--- config.mk ---
export PLATFORM = sky130hd
export DESIGN_NAME = led_blink_sequencer_flat
export DESIGN_NICKNAME = d
export VERILOG_FILES = /design/src/rtl/lbs_pkg.sv /design/src/rtl/lbs_item_if.sv /design/src/rtl/lbs_result_if.sv /design/src/rtl/lbs_scaler.sv /design/src/rtl/led_blink_sequencer.sv /design/src/flat_wrapper.sv
export SDC_FILE = /design/constraint.sdc
export NUM_CORES = 1
export LEC_CHECK = 0
export ABC_AREA = 1
export BUFFER_PORTS_ARGS = -buffer_cell sky130_fd_sc_hd__buf_2
export CAP_MARGIN = 0
export CORE_MARGIN = 5
export CORE_UTILIZATION = 45
export CTS_BUF_LIST = sky130_fd_sc_hd__clkbuf_8 sky130_fd_sc_hd__clkbuf_16
export DETAILED_ROUTE_END_ITERATION = 7
export PLACE_DENSITY_LB_ADDON = 0.15
export SLEW_MARGIN = 20
export SYNTH_ARGS = -nofsm -noshare
export SYNTH_HDL_FRONTEND = slang
export SYNTH_HIERARCHICAL = 1
export SYNTH_SLANG_ARGS = --single-unit
--- constraint.sdc ---
create_clock -name clk -period 10.7 [get_ports clk]
set_input_delay 0.535 -clock clk [delete_from_list [all_inputs] [get_ports clk]]
set_output_delay 0.535 -clock clk [all_outputs]
set_load 0.01 [all_outputs]
--- src/rtl/lbs_pkg.sv ---
// Shared types and constants for the LED blink sequencer.
// No dependencies; compiled first.
`default_nettype none

package lbs_pkg;

	// Field widths
	localparam int CMD_W   = 2;
	localparam int RGB_W   = 24;
	localparam int MS_W    = 16;
	localparam int BLANK_W = 24;
	localparam int PCT_W   = 7;
	localparam int LVL_W   = 8;

	// Command codes
	localparam logic [CMD_W-1:0] CMD_QUEUE = 2'd0;
	localparam logic [CMD_W-1:0] CMD_OFF   = 2'd1;
	localparam logic [CMD_W-1:0] CMD_TICK  = 2'd2;

	// Register indexes (byte address = 4 * index)
	localparam int ADDR_W = 5;
	localparam logic [2:0] REG_BRIGHT    = 3'd0;
	localparam logic [2:0] REG_RED_GAIN  = 3'd1;
	localparam logic [2:0] REG_GRN_GAIN  = 3'd2;
	localparam logic [2:0] REG_BLU_GAIN  = 3'd3;
	localparam logic [2:0] REG_SEP       = 3'd4;
	localparam logic [2:0] REG_DEF_BLANK = 3'd5;

	// Register reset values
	localparam logic [PCT_W-1:0]   PCT_RST       = 7'd100;
	localparam logic [MS_W-1:0]    SEP_RST       = 16'd500;
	localparam logic [BLANK_W-1:0] DEF_BLANK_RST = 24'd0;

	// x / 100 == (x * RECIP_100) >> RECIP_SHIFT, exact for x < 43690
	localparam int               RECIP_SHIFT = 22;
	localparam logic [15:0]      RECIP_100   = 16'd41944;
	localparam logic [LVL_W-1:0] LVL_MAX     = 8'hFF;

	// Gain settings handed to the scaler
	typedef struct packed {
		logic [PCT_W-1:0] bright;
		logic [PCT_W-1:0] red;
		logic [PCT_W-1:0] green;
		logic [PCT_W-1:0] blue;
	} lbs_gain_t;

endpackage

`default_nettype wire

--- src/rtl/lbs_item_if.sv ---
// Input item channel: valid/ready handshake plus command payload.
// Depends on lbs_pkg.
`default_nettype none

interface lbs_item_if;
	import lbs_pkg::*;

	logic                 valid;
	logic                 ready;
	logic [CMD_W-1:0]     command;
	logic [RGB_W-1:0]     color;
	logic [MS_W-1:0]      hold_ms;
	logic [MS_W-1:0]      gap_ms;
	logic [BLANK_W-1:0]   blank_time;

	modport source (output valid, command, color, hold_ms, gap_ms, blank_time, input ready);
	modport sink   (input valid, command, color, hold_ms, gap_ms, blank_time, output ready);
endinterface

`default_nettype wire

--- src/rtl/lbs_result_if.sv ---
// Result channel: valid/ready handshake plus scaled color payload.
// Depends on lbs_pkg.
`default_nettype none

interface lbs_result_if;
	import lbs_pkg::*;

	logic              valid;
	logic              ready;
	logic [LVL_W-1:0]  red;
	logic [LVL_W-1:0]  green;
	logic [LVL_W-1:0]  blue;
	logic [MS_W-1:0]   hold_time_ms;
	logic              last;

	modport source (output valid, red, green, blue, hold_time_ms, last, input ready);
	modport sink   (input valid, red, green, blue, hold_time_ms, last, output ready);
endinterface

`default_nettype wire

--- src/rtl/lbs_scaler.sv ---
// Gain and brightness scaler: one shared 16x16 multiplier for all three channels.
// Depends on lbs_pkg.
`default_nettype none

module lbs_scaler (
	input  logic                     clk,
	input  logic                     arst_n,
	input  logic                     start,
	input  logic [23:0]              rgb,
	input  lbs_pkg::lbs_gain_t       gain,
	output logic                     done,
	output logic [7:0]               red,
	output logic [7:0]               green,
	output logic [7:0]               blue
);
	import lbs_pkg::*;

	// Per channel: chan*gain, /100, *bright, /100 (one multiply per phase)
	localparam logic [1:0] PH_GAIN  = 2'd0;
	localparam logic [1:0] PH_DIV1  = 2'd1;
	localparam logic [1:0] PH_BRT   = 2'd2;
	localparam logic [1:0] PH_DIV2  = 2'd3;
	localparam logic [1:0] CH_RED   = 2'd0;
	localparam logic [1:0] CH_GREEN = 2'd1;
	localparam logic [1:0] CH_BLUE  = 2'd2;

	logic             busy_q;
	logic [1:0]       chan_q;
	logic [1:0]       phase_q;
	logic [23:0]      rgb_q;
	logic [15:0]      acc_q;
	logic [7:0]       chan_val;
	logic [PCT_W-1:0] gain_sel;
	logic [15:0]      op_a;
	logic [15:0]      op_b;
	logic [31:0]      prod;
	logic [9:0]       quot;
	logic [7:0]       lvl_sat;

	// Channel and gain select
	always_comb begin
		case (chan_q)
			CH_RED: begin
				chan_val = rgb_q[23:16];
				gain_sel = gain.red;
			end
			CH_GREEN: begin
				chan_val = rgb_q[15:8];
				gain_sel = gain.green;
			end
			default: begin
				chan_val = rgb_q[7:0];
				gain_sel = gain.blue;
			end
		endcase
	end

	// Shared multiplier operands
	always_comb begin
		case (phase_q)
			PH_GAIN: begin
				op_a = {8'd0, chan_val};
				op_b = {9'd0, gain_sel};
			end
			PH_BRT: begin
				op_a = acc_q;
				op_b = {9'd0, gain.bright};
			end
			default: begin
				op_a = acc_q;
				op_b = RECIP_100;
			end
		endcase
	end

	assign prod    = op_a * op_b;
	assign quot    = prod[31:RECIP_SHIFT];
	assign lvl_sat = (quot > 10'd255) ? LVL_MAX : quot[7:0];
	assign done    = busy_q && (phase_q == PH_DIV2) && (chan_q == CH_BLUE);

	// Sequencer
	always_ff @(posedge clk or negedge arst_n) begin
		if (!arst_n) begin
			busy_q  <= 1'b0;
			chan_q  <= CH_RED;
			phase_q <= PH_GAIN;
		end else if (start) begin
			busy_q  <= 1'b1;
			chan_q  <= CH_RED;
			phase_q <= PH_GAIN;
		end else if (busy_q) begin
			phase_q <= phase_q + 2'd1;
			if (phase_q == PH_DIV2) begin
				if (chan_q == CH_BLUE) begin
					busy_q <= 1'b0;
				end else begin
					chan_q <= chan_q + 2'd1;
				end
			end
		end
	end

	// Datapath registers
	always_ff @(posedge clk) begin
		if (start) begin
			rgb_q <= rgb;
		end
		if (busy_q) begin
			acc_q <= phase_q[0] ? {6'd0, quot} : prod[15:0];
			if (phase_q == PH_DIV2) begin
				case (chan_q)
					CH_RED:   red   <= lvl_sat;
					CH_GREEN: green <= lvl_sat;
					default:  blue  <= lvl_sat;
				endcase
			end
		end
	end

endmodule

`default_nettype wire

--- src/rtl/led_blink_sequencer.sv ---
// Top level of the LED blink sequencer: APB registers, item decode, emit sequencer.
// Depends on lbs_pkg, lbs_item_if, lbs_result_if and lbs_scaler.
//
//  channel  | direction | payload
//  ---------+-----------+--------------------------------------------------
//  item     | in        | command, color, hold_ms, gap_ms, blank_time
//  result   | out       | red, green, blue, hold_time_ms, last
//  apb      | in / out  | six registers at byte addresses 0x00..0x14
//
// An item is taken only while idle; an unused command, or a tick that does not end
// its countdown, leaves the block idle. Each result passes through a select state,
// the shared multiplier of the scaler (3 channels x 4 multiplies) and an output
// state. item.ready is high only while idle; a stalled result holds its register
// until the transfer.
// Reset clears state and loads register defaults; no clearing pass.
`default_nettype none

module led_blink_sequencer (
	input  logic                          clk,
	input  logic                          arst_n,
	input  logic                          psel,
	input  logic                          penable,
	input  logic                          pwrite,
	input  logic [lbs_pkg::ADDR_W-1:0]    paddr,
	input  logic [31:0]                   pwdata,
	output logic [31:0]                   prdata,
	output logic                          pready,
	lbs_item_if.sink                      item,
	lbs_result_if.source                  result
);
	import lbs_pkg::*;

	localparam logic [1:0] S_IDLE  = 2'd0;
	localparam logic [1:0] S_PICK  = 2'd1;
	localparam logic [1:0] S_SCALE = 2'd2;
	localparam logic [1:0] S_OUT   = 2'd3;

	// Emit slots, served lowest first
	localparam int SL_SEP1  = 0;
	localparam int SL_BLINK = 1;
	localparam int SL_SEP2  = 2;
	localparam int SL_REST  = 3;

	logic [1:0]         state_q;
	logic [PCT_W-1:0]   bright_q;
	logic [PCT_W-1:0]   red_gain_q;
	logic [PCT_W-1:0]   grn_gain_q;
	logic [PCT_W-1:0]   blu_gain_q;
	logic [MS_W-1:0]    sep_q;
	logic [BLANK_W-1:0] def_blank_q;

	logic [RGB_W-1:0]   shown_q;
	logic [RGB_W-1:0]   rest_color_q;
	logic [BLANK_W-1:0] rest_blank_q;
	logic [BLANK_W-1:0] blank_cnt_q;
	logic               blank_armed_q;
	logic [3:0]         mask_q;

	logic [RGB_W-1:0]   color_q;
	logic [MS_W-1:0]    hold_q;
	logic [MS_W-1:0]    gap_q;
	logic [MS_W-1:0]    out_hold_q;
	logic               out_last_q;

	logic               wr_en;
	logic [2:0]         reg_idx;
	logic               take;
	logic [3:0]         pick_bit;
	logic [RGB_W-1:0]   pick_rgb;
	logic [MS_W-1:0]    pick_hold;
	logic               pick_last;
	logic               sep1_need;
	logic               sep2_need;
	logic               scale_done;
	lbs_gain_t          gain;

	// APB register port
	assign pready  = 1'b1;
	assign wr_en   = psel && penable && pwrite;
	assign reg_idx = paddr[4:2];

	always_ff @(posedge clk or negedge arst_n) begin
		if (!arst_n) begin
			bright_q    <= PCT_RST;
			red_gain_q  <= PCT_RST;
			grn_gain_q  <= PCT_RST;
			blu_gain_q  <= PCT_RST;
			sep_q       <= SEP_RST;
			def_blank_q <= DEF_BLANK_RST;
		end else if (wr_en) begin
			case (reg_idx)
				REG_BRIGHT:    bright_q    <= pwdata[PCT_W-1:0];
				REG_RED_GAIN:  red_gain_q  <= pwdata[PCT_W-1:0];
				REG_GRN_GAIN:  grn_gain_q  <= pwdata[PCT_W-1:0];
				REG_BLU_GAIN:  blu_gain_q  <= pwdata[PCT_W-1:0];
				REG_SEP:       sep_q       <= pwdata[MS_W-1:0];
				REG_DEF_BLANK: def_blank_q <= pwdata[BLANK_W-1:0];
				default: ;
			endcase
		end
	end

	always_comb begin
		case (reg_idx)
			REG_BRIGHT:    prdata = {25'd0, bright_q};
			REG_RED_GAIN:  prdata = {25'd0, red_gain_q};
			REG_GRN_GAIN:  prdata = {25'd0, grn_gain_q};
			REG_BLU_GAIN:  prdata = {25'd0, blu_gain_q};
			REG_SEP:       prdata = {16'd0, sep_q};
			REG_DEF_BLANK: prdata = {8'd0, def_blank_q};
			default:       prdata = 32'd0;
		endcase
	end

	assign gain = '{bright: bright_q, red: red_gain_q, green: grn_gain_q, blue: blu_gain_q};

	// Item decode
	assign item.ready = (state_q == S_IDLE);
	assign take       = item.valid && item.ready;
	assign sep1_need  = (item.color == shown_q) && (item.color != '0);
	assign sep2_need  = (item.color == rest_color_q) && (item.color != '0);

	// Next emit slot
	always_comb begin
		if (mask_q[SL_SEP1]) begin
			pick_bit  = 4'b0001;
			pick_rgb  = '0;
			pick_hold = sep_q;
		end else if (mask_q[SL_BLINK]) begin
			pick_bit  = 4'b0010;
			pick_rgb  = color_q;
			pick_hold = hold_q;
		end else if (mask_q[SL_SEP2]) begin
			pick_bit  = 4'b0100;
			pick_rgb  = '0;
			pick_hold = sep_q;
		end else begin
			pick_bit  = 4'b1000;
			pick_rgb  = rest_color_q;
			pick_hold = (gap_q != '0) ? gap_q : sep_q;
		end
		pick_last = ((mask_q & ~pick_bit) == 4'b0000);
	end

	// Sequencer and indicator state
	always_ff @(posedge clk or negedge arst_n) begin
		if (!arst_n) begin
			state_q       <= S_IDLE;
			mask_q        <= 4'b0000;
			shown_q       <= '0;
			rest_color_q  <= '0;
			rest_blank_q  <= DEF_BLANK_RST;
			blank_cnt_q   <= '0;
			blank_armed_q <= 1'b0;
		end else begin
			case (state_q)
				S_IDLE: begin
					if (take) begin
						case (item.command)
							CMD_QUEUE: begin
								state_q <= S_PICK;
								if (item.hold_ms != '0) begin
									mask_q <= {1'b1, sep2_need, 1'b1, sep1_need};
								end else begin
									mask_q       <= 4'b0010;
									rest_color_q <= item.color;
									rest_blank_q <= item.blank_time;
								end
							end
							CMD_OFF: begin
								state_q      <= S_PICK;
								mask_q       <= 4'b0010;
								rest_color_q <= '0;
								rest_blank_q <= '0;
							end
							CMD_TICK: begin
								if (blank_armed_q) begin
									if (blank_cnt_q <= 24'd1) begin
										state_q      <= S_PICK;
										mask_q       <= 4'b0010;
										rest_color_q <= '0;
										rest_blank_q <= '0;
									end else begin
										blank_cnt_q <= blank_cnt_q - 24'd1;
									end
								end
							end
							default: ;
						endcase
					end
				end
				S_PICK: begin
					// emitted color decides the blanking countdown
					shown_q <= pick_rgb;
					mask_q  <= mask_q & ~pick_bit;
					state_q <= S_SCALE;
					if ((pick_rgb != '0) && (rest_blank_q != '0)) begin
						blank_armed_q <= 1'b1;
						blank_cnt_q   <= rest_blank_q;
					end else begin
						blank_armed_q <= 1'b0;
						blank_cnt_q   <= '0;
					end
				end
				S_SCALE: begin
					if (scale_done) begin
						state_q <= S_OUT;
					end
				end
				S_OUT: begin
					if (result.ready) begin
						state_q <= (mask_q != 4'b0000) ? S_PICK : S_IDLE;
					end
				end
				default: state_q <= S_IDLE;
			endcase
		end
	end

	// Item payload and result side fields
	always_ff @(posedge clk) begin
		if (take) begin
			case (item.command)
				CMD_QUEUE: begin
					color_q <= item.color;
					hold_q  <= item.hold_ms;
					gap_q   <= item.gap_ms;
				end
				default: begin
					color_q <= '0;
					hold_q  <= '0;
				end
			endcase
		end
		if (state_q == S_PICK) begin
			out_hold_q <= pick_hold;
			out_last_q <= pick_last;
		end
	end

	// Shared scaler
	lbs_scaler u_scaler (
		.clk    (clk),
		.arst_n (arst_n),
		.start  (state_q == S_PICK),
		.rgb    (pick_rgb),
		.gain   (gain),
		.done   (scale_done),
		.red    (result.red),
		.green  (result.green),
		.blue   (result.blue)
	);

	assign result.valid        = (state_q == S_OUT);
	assign result.hold_time_ms = out_hold_q;
	assign result.last         = out_last_q;

`ifndef ASSERT_OFF
	// No result is offered while a new item can be taken
	a_ready_excl: assert property (@(posedge clk) disable iff (!arst_n)
		item.ready |-> !result.valid)
		else $error("item ready while a result is pending");

	// An armed countdown never sits at zero
	a_armed_cnt: assert property (@(posedge clk) disable iff (!arst_n)
		blank_armed_q |-> (blank_cnt_q != '0))
		else $error("blanking countdown armed at zero");

	// The final result of an item frees the input side
	a_last_idle: assert property (@(posedge clk) disable iff (!arst_n)
		(result.valid && result.ready && result.last) |=> item.ready)
		else $error("block busy after final result transfer");

	// Scaler finishes only while the sequencer waits for it
	a_done_state: assert property (@(posedge clk) disable iff (!arst_n)
		scale_done |-> (state_q == S_SCALE))
		else $error("scaler done outside the scale state");
`endif

endmodule

`default_nettype wire

--- src/flat_wrapper.sv ---
// flat-port wrapper written by rule: the top's interface ports become plain ports
module led_blink_sequencer_flat import lbs_pkg::*;
  (clk, arst_n, psel, penable, pwrite, paddr, pwdata, prdata, pready, item_valid, item_command, item_color, item_hold_ms, item_gap_ms, item_blank_time, item_ready, result_valid, result_red, result_green, result_blue, result_hold_time_ms, result_last, result_ready);
  lbs_item_if item_i ();
  lbs_result_if result_i ();
  input  logic clk;
  input  logic arst_n;
  input  logic psel;
  input  logic penable;
  input  logic pwrite;
  input  logic [lbs_pkg::ADDR_W-1:0] paddr;
  input  logic [31:0] pwdata;
  output logic [31:0] prdata;
  output logic pready;
  input wire logic [$bits(item_i.valid)-1:0] item_valid;
  input wire logic [$bits(item_i.command)-1:0] item_command;
  input wire logic [$bits(item_i.color)-1:0] item_color;
  input wire logic [$bits(item_i.hold_ms)-1:0] item_hold_ms;
  input wire logic [$bits(item_i.gap_ms)-1:0] item_gap_ms;
  input wire logic [$bits(item_i.blank_time)-1:0] item_blank_time;
  output wire logic [$bits(item_i.ready)-1:0] item_ready;
  output wire logic [$bits(result_i.valid)-1:0] result_valid;
  output wire logic [$bits(result_i.red)-1:0] result_red;
  output wire logic [$bits(result_i.green)-1:0] result_green;
  output wire logic [$bits(result_i.blue)-1:0] result_blue;
  output wire logic [$bits(result_i.hold_time_ms)-1:0] result_hold_time_ms;
  output wire logic [$bits(result_i.last)-1:0] result_last;
  input wire logic [$bits(result_i.ready)-1:0] result_ready;
  assign item_i.valid = item_valid;
  assign item_i.command = item_command;
  assign item_i.color = item_color;
  assign item_i.hold_ms = item_hold_ms;
  assign item_i.gap_ms = item_gap_ms;
  assign item_i.blank_time = item_blank_time;
  assign item_ready = item_i.ready;
  assign result_valid = result_i.valid;
  assign result_red = result_i.red;
  assign result_green = result_i.green;
  assign result_blue = result_i.blue;
  assign result_hold_time_ms = result_i.hold_time_ms;
  assign result_last = result_i.last;
  assign result_i.ready = result_ready;
  led_blink_sequencer u_core (.clk(clk), .arst_n(arst_n), .psel(psel), .penable(penable), .pwrite(pwrite), .paddr(paddr), .pwdata(pwdata), .prdata(prdata), .pready(pready), .item(item_i), .result(result_i));
endmodule
==> results.py, run 1 <==
metrics = {
    "layout": {
        "drive_gt1_frac": 0.1280,
        "nNetsFinal": 3386,
        "design_area_um2": 25750,
        "final_common_cell": "nand2_1",
        "syn_to_final_growth_pct": 11.34,
        "layout_common_cells": "nand2_1 (718), inv_1 (538), nor2_1 (257)",
    },
    "drt": {
        "dr.pass1.iters": 7,
        "vias": 18506,
        "via_per_inst": 5.027,
        "drc_errors": 0,
        "drt_iter0_markers": 1444,
        "route.antenna.remaining_nets": 0,
        "wl_um": 60790,
        "routedWlPerCell_um": 16.51,
    },
    "clocking": {
        "clk_latency_ps": 540,
        "ctsResizeCount": 0,
        "clkTransAtPathRegs_ps": 60,
        "cts-buffers-inserted": 36,
        "cts_tree": "yes",
        "htree_num_levels": 2,
        "clock_path_buffers": 3,
        "cts_root_buf": "clkbuf_16",
        "cts.sinks": 313,
    },
    "setup_path": {
        "cpMostUsedCell": "inv_1",
        "r2r_start": "u_core/u_scaler/phase_q[0]",
        "rrSetupSlack_ps": 2510,
        "crit_path_end_kind": "flip-flop",
        "required_ps": 10960,
        "cp_data_arrival_time_ps": 8450,
        "crit_family": "adder cells",
        "start_kind": "flip-flop",
        "crit_type": "flip-flop to flip-flop",
        "slowest_stage": "dfrtp_1",
        "r2r_cells": 27,
        "r2r_end": "u_core/u_scaler/green[4]",
        "crit_buf_inv": 8,
        "max_stage_delay_ps": 680,
        "crit_fanout": 21,
    },
    "power_and_ir_drop": {
        "total_leakage_power_nw": 13.14,
        "total_power_mw": 4.124,
        "power_density_nw_per_um2": 160.1,
        "peakVddDrop_mv": 0.1652,
    },
    "floorplanning": {
        "core-area_um2": 51090,
        "die_w_um": 236.7,
        "start_util": 0.4527,
        "dieHeight_um": 236.7,
        "design.die.area_um2": 56040,
        "ios": 202,
        "rows": 83,
    },
    "worst_hold_path": {
        "worstHoldPathCells": 1,
        "hold_start": "item_gap_ms[8]",
        "min_to": "u_core/gap_q[8]",
        "min_path_type": "input port to flip-flop",
    },
    "global_route": {
        "grt_pass1_vias": 18464,
        "grt_max_degree": 95,
        "grt_overflow": 0,
        "antenna_found_initial": 2,
        "track_usage": 0.2164,
        "grt_pass1_wl_um": 98590,
    },
    "sta": {
        "hold_violations": 0,
        "rsz0062_at_grt": "no",
        "clock.fmax_mhz": 122.1,
        "min_period_over_period": 0.7654,
        "drv_slew": 0,
        "fin_setup_tns_ps": 0,
        "relSlewSlack": 0.2707,
        "min_period_ps": 8190,
        "skew_ps": 9.854,
        "hold_ws_ps": 165.8,
        "worst_pin_slew_ps": 1094,
        "setup_viol": 0,
    },
    "placement": {
        "port_buffers": 182,
        "placed_area_um2": 24590,
        "dp_hpwl_um": 46520,
        "place_congestion": 0.8832,
    },
    "synth": {
        "synth_edf_count": 137,
        "async_flop_share": 0.5623,
        "synthFlopType": "dfrtp_1",
        "syn-mean-instance-area_um2": 8.217,
        "syn_area_um2": 23130,
        "yosysSeqAreaShare": 0.3692,
        "yosys_warnings": 6,
        "syn_inst": 2815,
        "synth_seq_cells": 313,
        "synth_cell_type_count": 52,
    },
    "status": {
        "status": "finished, final reports clean",
    },
    "flow_run": {
        "drv_cap": 0,
    },
}
-- power by group --
part	switching, mW	internal (mW)	total [mW]
sequential	0.0372	1.37	1.41
clock	0.508	0.692	1.20
combinational	0.943	0.573	1.52
-- layout make-up --
class	count	area, um^2
fill	5056	25340
multi-input combinational	1883	12140
sequential	313	8541
inverter	537	2018
timing repair buffer	200	1055
clock buffer	42	994.7
tap	680	850.8
clock inverter	24	155.1
antenna	2	5.005
-- worst max-delay path by stage --
stage	from	endpoint	slack, ps	cells after the start
after floorplan	u_core/u_scaler/phase_q[0]	u_core/u_scaler/blue[0]	4160	33
after global placement	u_core/u_scaler/phase_q[0]	u_core/u_scaler/green[4]	2490	27
after detailed placement	u_core/u_scaler/phase_q[0]	u_core/u_scaler/red[4]	2490	27
after CTS	u_core/u_scaler/phase_q[0]	u_core/u_scaler/green[4]	2460	27
after global routing	u_core/u_scaler/phase_q[0]	u_core/u_scaler/blue[0]	1950	27
final	u_core/u_scaler/phase_q[0]	u_core/u_scaler/green[4]	2510	27
-- layer usage --
| layer | up-vias | global-route usage | wire (um) |
|---|---|---|---|
| met5 | - | 0 | 0 |
| met4 | 0 | 0.04758 | 1168 |
| met3 | 70 | 0.02562 | 2752 |
| met2 | 413 | 0.3648 | 29230 |
| met1 | 8884 | 0.3031 | 27630 |
| li1 | 9139 | - | - |
-- metrics by stage --
| step | std cells | setup WS [ps] | util |
|---|---|---|---|
| finish | 3681 | 2510 | 0.5041 |
| global route | 3681 | 1952 | 0.5041 |
| CTS | 3679 | 2461 | 0.5040 |
| detailed placement | 3612 | 2494 | 0.4813 |
| global placement | 3612 | 2491 | 0.4813 |
| floorplan | 2822 | 4163 | - |
-- flip-flops by register name, indices dropped and copies added, names as in the netlist, 4 cells and up --
signal,flops
u_core/sep_q,16
u_core/red_gain_q,7
u_core/hold_q,16
u_core/grn_gain_q,7
u_core/shown_q,24
u_core/rest_blank_q,24
u_core/result.hold_time_ms,16
u_core/blu_gain_q,7
u_core/u_scaler/acc_q,16
u_core/u_scaler/rgb_q,24
u_core/u_scaler/green,8
u_core/bright_q,7
u_core/mask_q,4
u_core/blank_cnt_q,24
u_core/gap_q,16
u_core/u_scaler/red,8
u_core/u_scaler/blue,8
u_core/def_blank_q,24
u_core/rest_color_q,24
u_core/color_q,24
-- Yosys cell counts (3+ instances only) --
| library cell | instances | area [um^2] |
|---|---|---|
| buf_4 | 14 | 105.1 |
| o21a_1 | 4 | 30.03 |
| a22oi_2 | 5 | 62.56 |
| o21ai_0 | 181 | 905.9 |
| ha_1 | 157 | 1964 |
| edfxtp_1 | 137 | 4114 |
| o211ai_1 | 8 | 60.06 |
| nand3b_1 | 3 | 22.52 |
| nor2_2 | 10 | 62.56 |
| fa_1 | 132 | 2643 |
| nor3_1 | 13 | 65.06 |
| nor4_1 | 4 | 25.02 |
| nand3_2 | 37 | 370.4 |
| nand3_1 | 103 | 515.5 |
| nand2_2 | 14 | 87.58 |
| o22ai_1 | 18 | 112.6 |
| dfstp_2 | 18 | 473.0 |
| a21oi_2 | 20 | 175.2 |
| clkbuf_1 | 44 | 165.2 |
| a21oi_1 | 54 | 270.3 |
| a31oi_1 | 25 | 156.4 |
| xor2_1 | 19 | 166.4 |
| inv_1 | 526 | 1974 |
| inv_2 | 10 | 37.54 |
| a221oi_1 | 8 | 70.07 |
| a22oi_1 | 18 | 135.1 |
| dfrtp_1 | 158 | 3954 |
| buf_2 | 20 | 100.1 |
| nand4_1 | 16 | 100.1 |
| nand2_1 | 719 | 2699 |
| or2_2 | 6 | 37.54 |
| nor2_1 | 258 | 968.4 |
| buf_6 | 6 | 67.56 |
| xnor2_1 | 23 | 201.4 |
-- worst reg2reg max path, cell delays in order, from the launching register on --
cell,delay [ps]
dfrtp_1,680
inv_1,440
ha_1,340
buf_4,190
inv_1,650
nand2_1,460
nor2_1,590
fa_1,510
ha_1,300
inv_1,50
fa_1,470
inv_1,50
fa_1,510
fa_1,570
inv_1,70
fa_1,550
inv_1,50
ha_1,320
nand2_1,140
inv_1,50
nand2_1,60
nand2_1,70
nand2_1,80
nand2_1,70
a21oi_1,200
nand3_2,130
nand2_4,150
nand3_1,150
-- kinds of logic (layout without fill, tap and decap cells) --
family | count (synthesis) | in the layout | synth area share
other cells | 2 | 11 | 0.0003247
compound gates | 351 | 351 | 0.08866
fa+ha+maj | 289 | 289 | 0.1992
buf+inv | 626 | 803 | 0.1080
xor+xnor | 42 | 42 | 0.01590
simple gates | 1192 | 1192 | 0.2187
flops | 313 | 313 | 0.3692
-- repair_timing --
item                       4_1_cts  5_1_grt
setup endpoints to repair        0        0
hold endpoints to repair        37        0
buffers inserted                 0        0
hold buffers                     1        0
Note: power is estimated with default switching activity, not from simulation.
==> run 2: changes to the inputs <==
==> constraint.sdc (replaced) <==
create_clock -name clk -period 7.5 [get_ports clk]
set_input_delay 0.375 -clock clk [delete_from_list [all_inputs] [get_ports clk]]
set_output_delay 0.375 -clock clk [all_outputs]
set_load 0.01 [all_outputs]
==> run 2 against run 1 <==
Compared with the run above:
- routed wire length grew 0.84%
- power grew 43%
- largest power group unchanged
- clock skew grew 11 ps
- critical path depth grew 3
- register-to-register slack lost 2100 ps
- worst hold slack lost 120 ps
- core utilization grew 0.57 points
- setup slack lost 2100 ps
- critical endpoint is now u_core/u_scaler/blue[7]
==> results.py, run 2 (synthesis gave the netlist of run 1 again) <==
metrics = {
    "global_route": {
        "track_usage": 0.2173,
        "grt_max_degree": 97,
        "grt_overflow": 0,
        "antenna_found_initial": 1,
        "grt_pass1_vias": 18749,
        "grt_pass1_wl_um": 99060,
    },
    "power_and_ir_drop": {
        "total_leakage_power_nw": 13.30,
        "total_power_mw": 5.884,
        "peakVddDrop_mv": 0.1808,
        "power_density_nw_per_um2": 225.9,
    },
    "sta": {
        "skew_ps": 20.63,
        "fin_setup_tns_ps": 0,
        "min_period_ps": 7062,
        "worst_pin_slew_ps": 908.5,
        "relSlewSlack": 0.3921,
        "rsz0062_at_grt": "no",
        "drv_slew": 0,
        "hold_ws_ps": 45.77,
        "min_period_over_period": 0.9417,
        "setup_viol": 0,
        "clock.fmax_mhz": 141.6,
        "hold_violations": 0,
    },
    "layout": {
        "final_common_cell": "nand2_1",
        "layout_common_cells": "nand2_1 (718), inv_1 (537), nor2_1 (257)",
        "nNetsFinal": 3419,
        "fillerInstances": 4984,
        "drive_gt1_frac": 0.1326,
        "design_area_um2": 26040,
        "syn_to_final_growth_pct": 12.59,
    },
    "placement": {
        "placed_area_um2": 24700,
        "port_buffers": 182,
        "dp_hpwl_um": 46930,
        "place_congestion": 0.9078,
    },
    "clocking": {
        "clock_path_buffers": 3,
        "clk_latency_ps": 540,
        "cts_tree": "yes",
        "htree_num_levels": 2,
        "clkTransAtPathRegs_ps": 60,
        "cts_root_buf": "clkbuf_16",
        "cts.sinks": 313,
        "cts-buffers-inserted": 36,
    },
    "drt": {
        "wl_um": 61290,
        "via_per_inst": 5.032,
        "routedWlPerCell_um": 16.51,
        "dr.pass1.iters": 6,
        "drt_iter0_markers": 1262,
        "route.antenna.remaining_nets": 0,
        "vias": 18679,
        "drc_errors": 0,
    },
    "setup_path": {
        "start_kind": "flip-flop",
        "max_stage_delay_ps": 560,
        "crit_fanout": 15,
        "cp_data_arrival_time_ps": 7300,
        "crit_path_end_kind": "flip-flop",
        "slowest_stage": "fa_1",
        "crit_type": "flip-flop to flip-flop",
        "cpMostUsedCell": "inv_1",
        "required_ps": 7740,
    },
    "floorplanning": {
        "dieHeight_um": 236.7,
        "ios": 202,
        "design.die.area_um2": 56040,
        "die_w_um": 236.7,
        "rows": 83,
        "start_util": 0.4527,
        "core-area_um2": 51090,
    },
    "flow_run": {
        "drv_cap": 0,
    },
    "status": {
        "status": "finished, final reports clean",
    },
    "worst_hold_path": {
        "min_path_type": "input port to flip-flop",
    },
}
## run 2: changes by cell type in the layout (fill, tap and decap cells not counted), moves of 2 or more
cell / previous run / this run
clkinvlp_4: 3 / 1
clkbuf_8: 5 / 3
dlygate4sd3_1: 1 / 17
buf_4: 17 / 34
clkinv_2: 2 / 5
## run 2: final cells by class
class	count	area [um^2]	area share
timing repair buffer	233	1343	0.05155
tap	680	850.8	0.03267
multi-input combinational	1883	12140	0.4661
clock buffer	41	992.2	0.03810
antenna	1	2.502	0.00009608
clock inverter	24	155.1	0.005957
inverter	537	2022	0.07764
sequential	313	8541	0.3279
## run 2: power by group
part	switching, mW	internal (mW)	total [mW]
Sequential	0.0554	1.96	2.01
Combinational	1.34	0.827	2.17
Clock	0.718	0.987	1.70
## run 2: worst paths after layout
| path | depth (start not counted) | to | from | slack, ps |
|---|---|---|---|---|
| worst max-delay path | 30 | u_core/u_scaler/blue[7] | u_core/u_scaler/chan_q[0] | 440 |
| worst min-delay path | 3 | u_core/def_blank_q[23] | pwdata[23] | 50 |
| worst min register to register | 2 | u_core/grn_gain_q[6] | u_core/grn_gain_q[6] | 510 |
| max in group asynchronous | 3 | u_core/blu_gain_q[4] | arst_n | 5820 |
| worst max register to register | 30 | u_core/u_scaler/blue[7] | u_core/u_scaler/chan_q[0] | 440 |
| min in group asynchronous | 2 | u_core/shown_q[21] | arst_n | 360 |
## run 2: worst max-delay path, delay by kind of cell (launching register included)
family / cells / cell delay, ps
buffers and inverters: 10 / 930
AO/OA/AOI/OAI: 1 / 360
adder cells (fa/ha/maj): 8 / 3730
flip-flops: 1 / 410
AND/OR/NAND/NOR: 11 / 1310
## run 2: per-layer routing
| layer | track usage | wire [um] |
|---|---|---|
| met5 | 0 | 0 |
| met4 | 0.05790 | 1590 |
| met3 | 0.03366 | 3401 |
| met2 | 0.3624 | 29160 |
| met1 | 0.2982 | 27150 |
## run 2: metrics by stage
step	std cells	utilization	setup WS [ps]
2_1_floorplan	2822	-	963.1
3_3_place_gp	3627	0.4835	346.6
3_5_place_dp	3627	0.4835	286.5
4_1_cts	3709	0.5093	244.2
5_1_grt	3712	0.5097	57.80
6_report	3712	0.5097	437.5
## run 2: what timing repair did
item,4_1_cts,5_1_grt
resized for setup,0,2
setup buffers,0,2
hold buffers,17,0
endpoints found under the hold margin,68,0
endpoints found under the setup margin,0,29
==> run 3: changes to the inputs <==
--- a/config.mk
+++ b/config.mk
@@ -10,7 +10,6 @@
 export CAP_MARGIN = 0
 export CORE_MARGIN = 5
 export CORE_UTILIZATION = 45
-export CTS_BUF_LIST = sky130_fd_sc_hd__clkbuf_8 sky130_fd_sc_hd__clkbuf_16
 export DETAILED_ROUTE_END_ITERATION = 7
 export PLACE_DENSITY_LB_ADDON = 0.15
 export SLEW_MARGIN = 20
==> run 3 against run 2 <==
Compared with the run above:
- sequential share of layout area did not move
- clock skew fell by 0.56 ps
- final cell count did not move
- largest power group unchanged
==> results.py, run 3 (synthesis gave the netlist of run 1 again) <==
metrics = {
    "layout": {
        "final_common_cell": "nand2_1",
        "multi_input_area_um2": 12140,
        "drive_gt1_frac": 0.1326,
        "layout_common_cells": "nand2_1 (718), inv_1 (525), nor2_1 (257)",
        "design_area_um2": 26040,
        "layout.cells.non_filler": 3712,
        "regArea_um2": 8541,
        "fillerInstances": 4984,
        "nNetsFinal": 3419,
        "syn_to_final_growth_pct": 12.59,
    },
    "worst_hold_path": {
        "worstHoldPathCells": 3,
        "min_path_type": "input port to flip-flop",
    },
    "clocking": {
        "clk_latency_ps": 540,
        "htree_num_levels": 2,
        "cts_root_buf": "clkbuf_16",
        "cts.sinks": 313,
        "cts_tree": "yes",
        "clkTransAtPathRegs_ps": 70,
        "cts-buffers-inserted": 36,
        "clock_path_buffers": 3,
    },
    "drt": {
        "routedWlPerCell_um": 16.54,
        "drc_errors": 0,
        "wl_um": 61410,
        "vias": 18708,
        "drt_iter0_markers": 1298,
        "route.antenna.remaining_nets": 0,
        "dr.pass1.iters": 6,
        "via_per_inst": 5.040,
    },
    "power_and_ir_drop": {
        "p_sw_frac": 0.3586,
        "total_power_mw": 5.904,
        "power_density_nw_per_um2": 226.7,
        "p_switching_mw": 2.117,
        "clkPwrFrac": 0.292,
        "peakVddDrop_mv": 0.1809,
        "power_frac_comb": 0.367,
        "pwr-share-seq": 0.341,
        "total_leakage_power_nw": 13.25,
        "intPower_mw": 3.787,
    },
    "sta": {
        "hold_violations": 0,
        "setup_ws_ps": 425.7,
        "setup_viol": 0,
        "min_period_over_period": 0.9432,
        "rsz0062_at_grt": "no",
        "worst_pin_slew_ps": 926.1,
        "fin_setup_tns_ps": 0,
        "min_period_ps": 7074,
        "skew_ps": 20.07,
        "drv_slew": 0,
        "clock.fmax_mhz": 141.4,
        "relSlewSlack": 0.3803,
    },
    "setup_path": {
        "crit_type": "flip-flop to flip-flop",
        "cp_data_arrival_time_ps": 7310,
        "max_stage_delay_ps": 550,
        "slowest_stage": "fa_1",
        "crit_fanout": 15,
        "required_ps": 7740,
        "r2r_cells": 30,
        "start_kind": "flip-flop",
        "cpMostUsedCell": "inv_1",
        "crit_path_end_kind": "flip-flop",
    },
    "floorplanning": {
        "start_util": 0.4527,
        "core-area_um2": 51090,
        "ios": 202,
        "rows": 83,
        "die_w_um": 236.7,
        "design.die.area_um2": 56040,
        "dieHeight_um": 236.7,
    },
    "global_route": {
        "grt_max_degree": 97,
        "grt_pass1_vias": 18753,
        "grt_overflow": 0,
        "track_usage": 0.2173,
        "antenna_found_initial": 1,
        "grt_pass1_wl_um": 99060,
    },
    "placement": {
        "place_congestion": 0.9078,
        "port_buffers": 182,
        "dp_slack_ps": 286.5,
        "dp_hpwl_um": 46930,
        "placed_cells": 3627,
        "placed_area_um2": 24700,
    },
    "status": {
        "status": "finished, final reports clean",
    },
    "flow_run": {
        "drv_cap": 0,
    },
}
-- run 3: cell types whose count changed in the layout (fill, tap and decap cells not counted), sizes merged --
cell    previous run  this run
clkbuf            41        53
inv              552       540
-- run 3: worst paths after layout --
path / end / slack (ps) / startpoint
max in group asynchronous: u_core/bright_q[0] / 5810 / arst_n
min in group asynchronous: u_core/shown_q[21] / 370 / arst_n
min: u_core/def_blank_q[23] / 50 / pwdata[23]
max: u_core/u_scaler/blue[7] / 430 / u_core/u_scaler/chan_q[0]
max reg2reg: u_core/u_scaler/blue[7] / 430 / u_core/u_scaler/chan_q[0]
min reg2reg: u_core/grn_gain_q[6] / 510 / u_core/grn_gain_q[6]
-- run 3: stage by stage --
step / util / hold slack (ps)
final: 0.5097 / 45.60
after global routing: 0.5097 / 42.57
after CTS: 0.5093 / 12.10
after global placement: 0.4835 / 393.5
after detailed placement: 0.4835 / 394.0
after floorplan: - / 79.41
-- run 3: cell type report --
type                            count  share of cell area
Multi-Input combinational cell   1883              0.4661
Inverter                          537             0.07764
Sequential cell                   313              0.3279
Timing Repair Buffer              233             0.05155
Clock inverter                     12            0.004228
Clock buffer                       53             0.03983
Antenna cell                        1          0.00009608
Tap cell                          680             0.03267
-- run 3: power groups by stage --
stage	registers [mW]	clock network [mW]	logic [mW]
3_3_place_gp	2.04	0	2.14
5_1_grt	2.02	1.83	2.53
2_1_floorplan	2.02	0	1.61
6_report	2.01	1.72	2.17
4_1_cts	2.01	1.77	2.19
3_5_place_dp	2.04	0	2.15
-- run 3: what timing repair did --
item                       CTS  global route
resized for setup            0             2
hold endpoints to repair    68             0
buffers inserted             0             2
setup endpoints to repair    0            29
hold buffers                17             0
-- run 3: layer usage --
layer,global-route usage,vias to the layer above,part of all wire
met3,0.03366,87,0.056
li1,-,9192,-
met5,0,-,0
met1,0.2982,8923,0.44
met2,0.3624,506,0.48
met4,0.05790,0,0.025
-- run 3: worst max-delay path: cells and delay by family (launching register included) --
family / cells / cell delay (ps)
AO/OA/AOI/OAI: 1 / 350
adder cells (fa/ha/maj): 8 / 3730
buffers and inverters: 10 / 920
flip-flops: 1 / 420
AND/OR/NAND/NOR: 11 / 1310
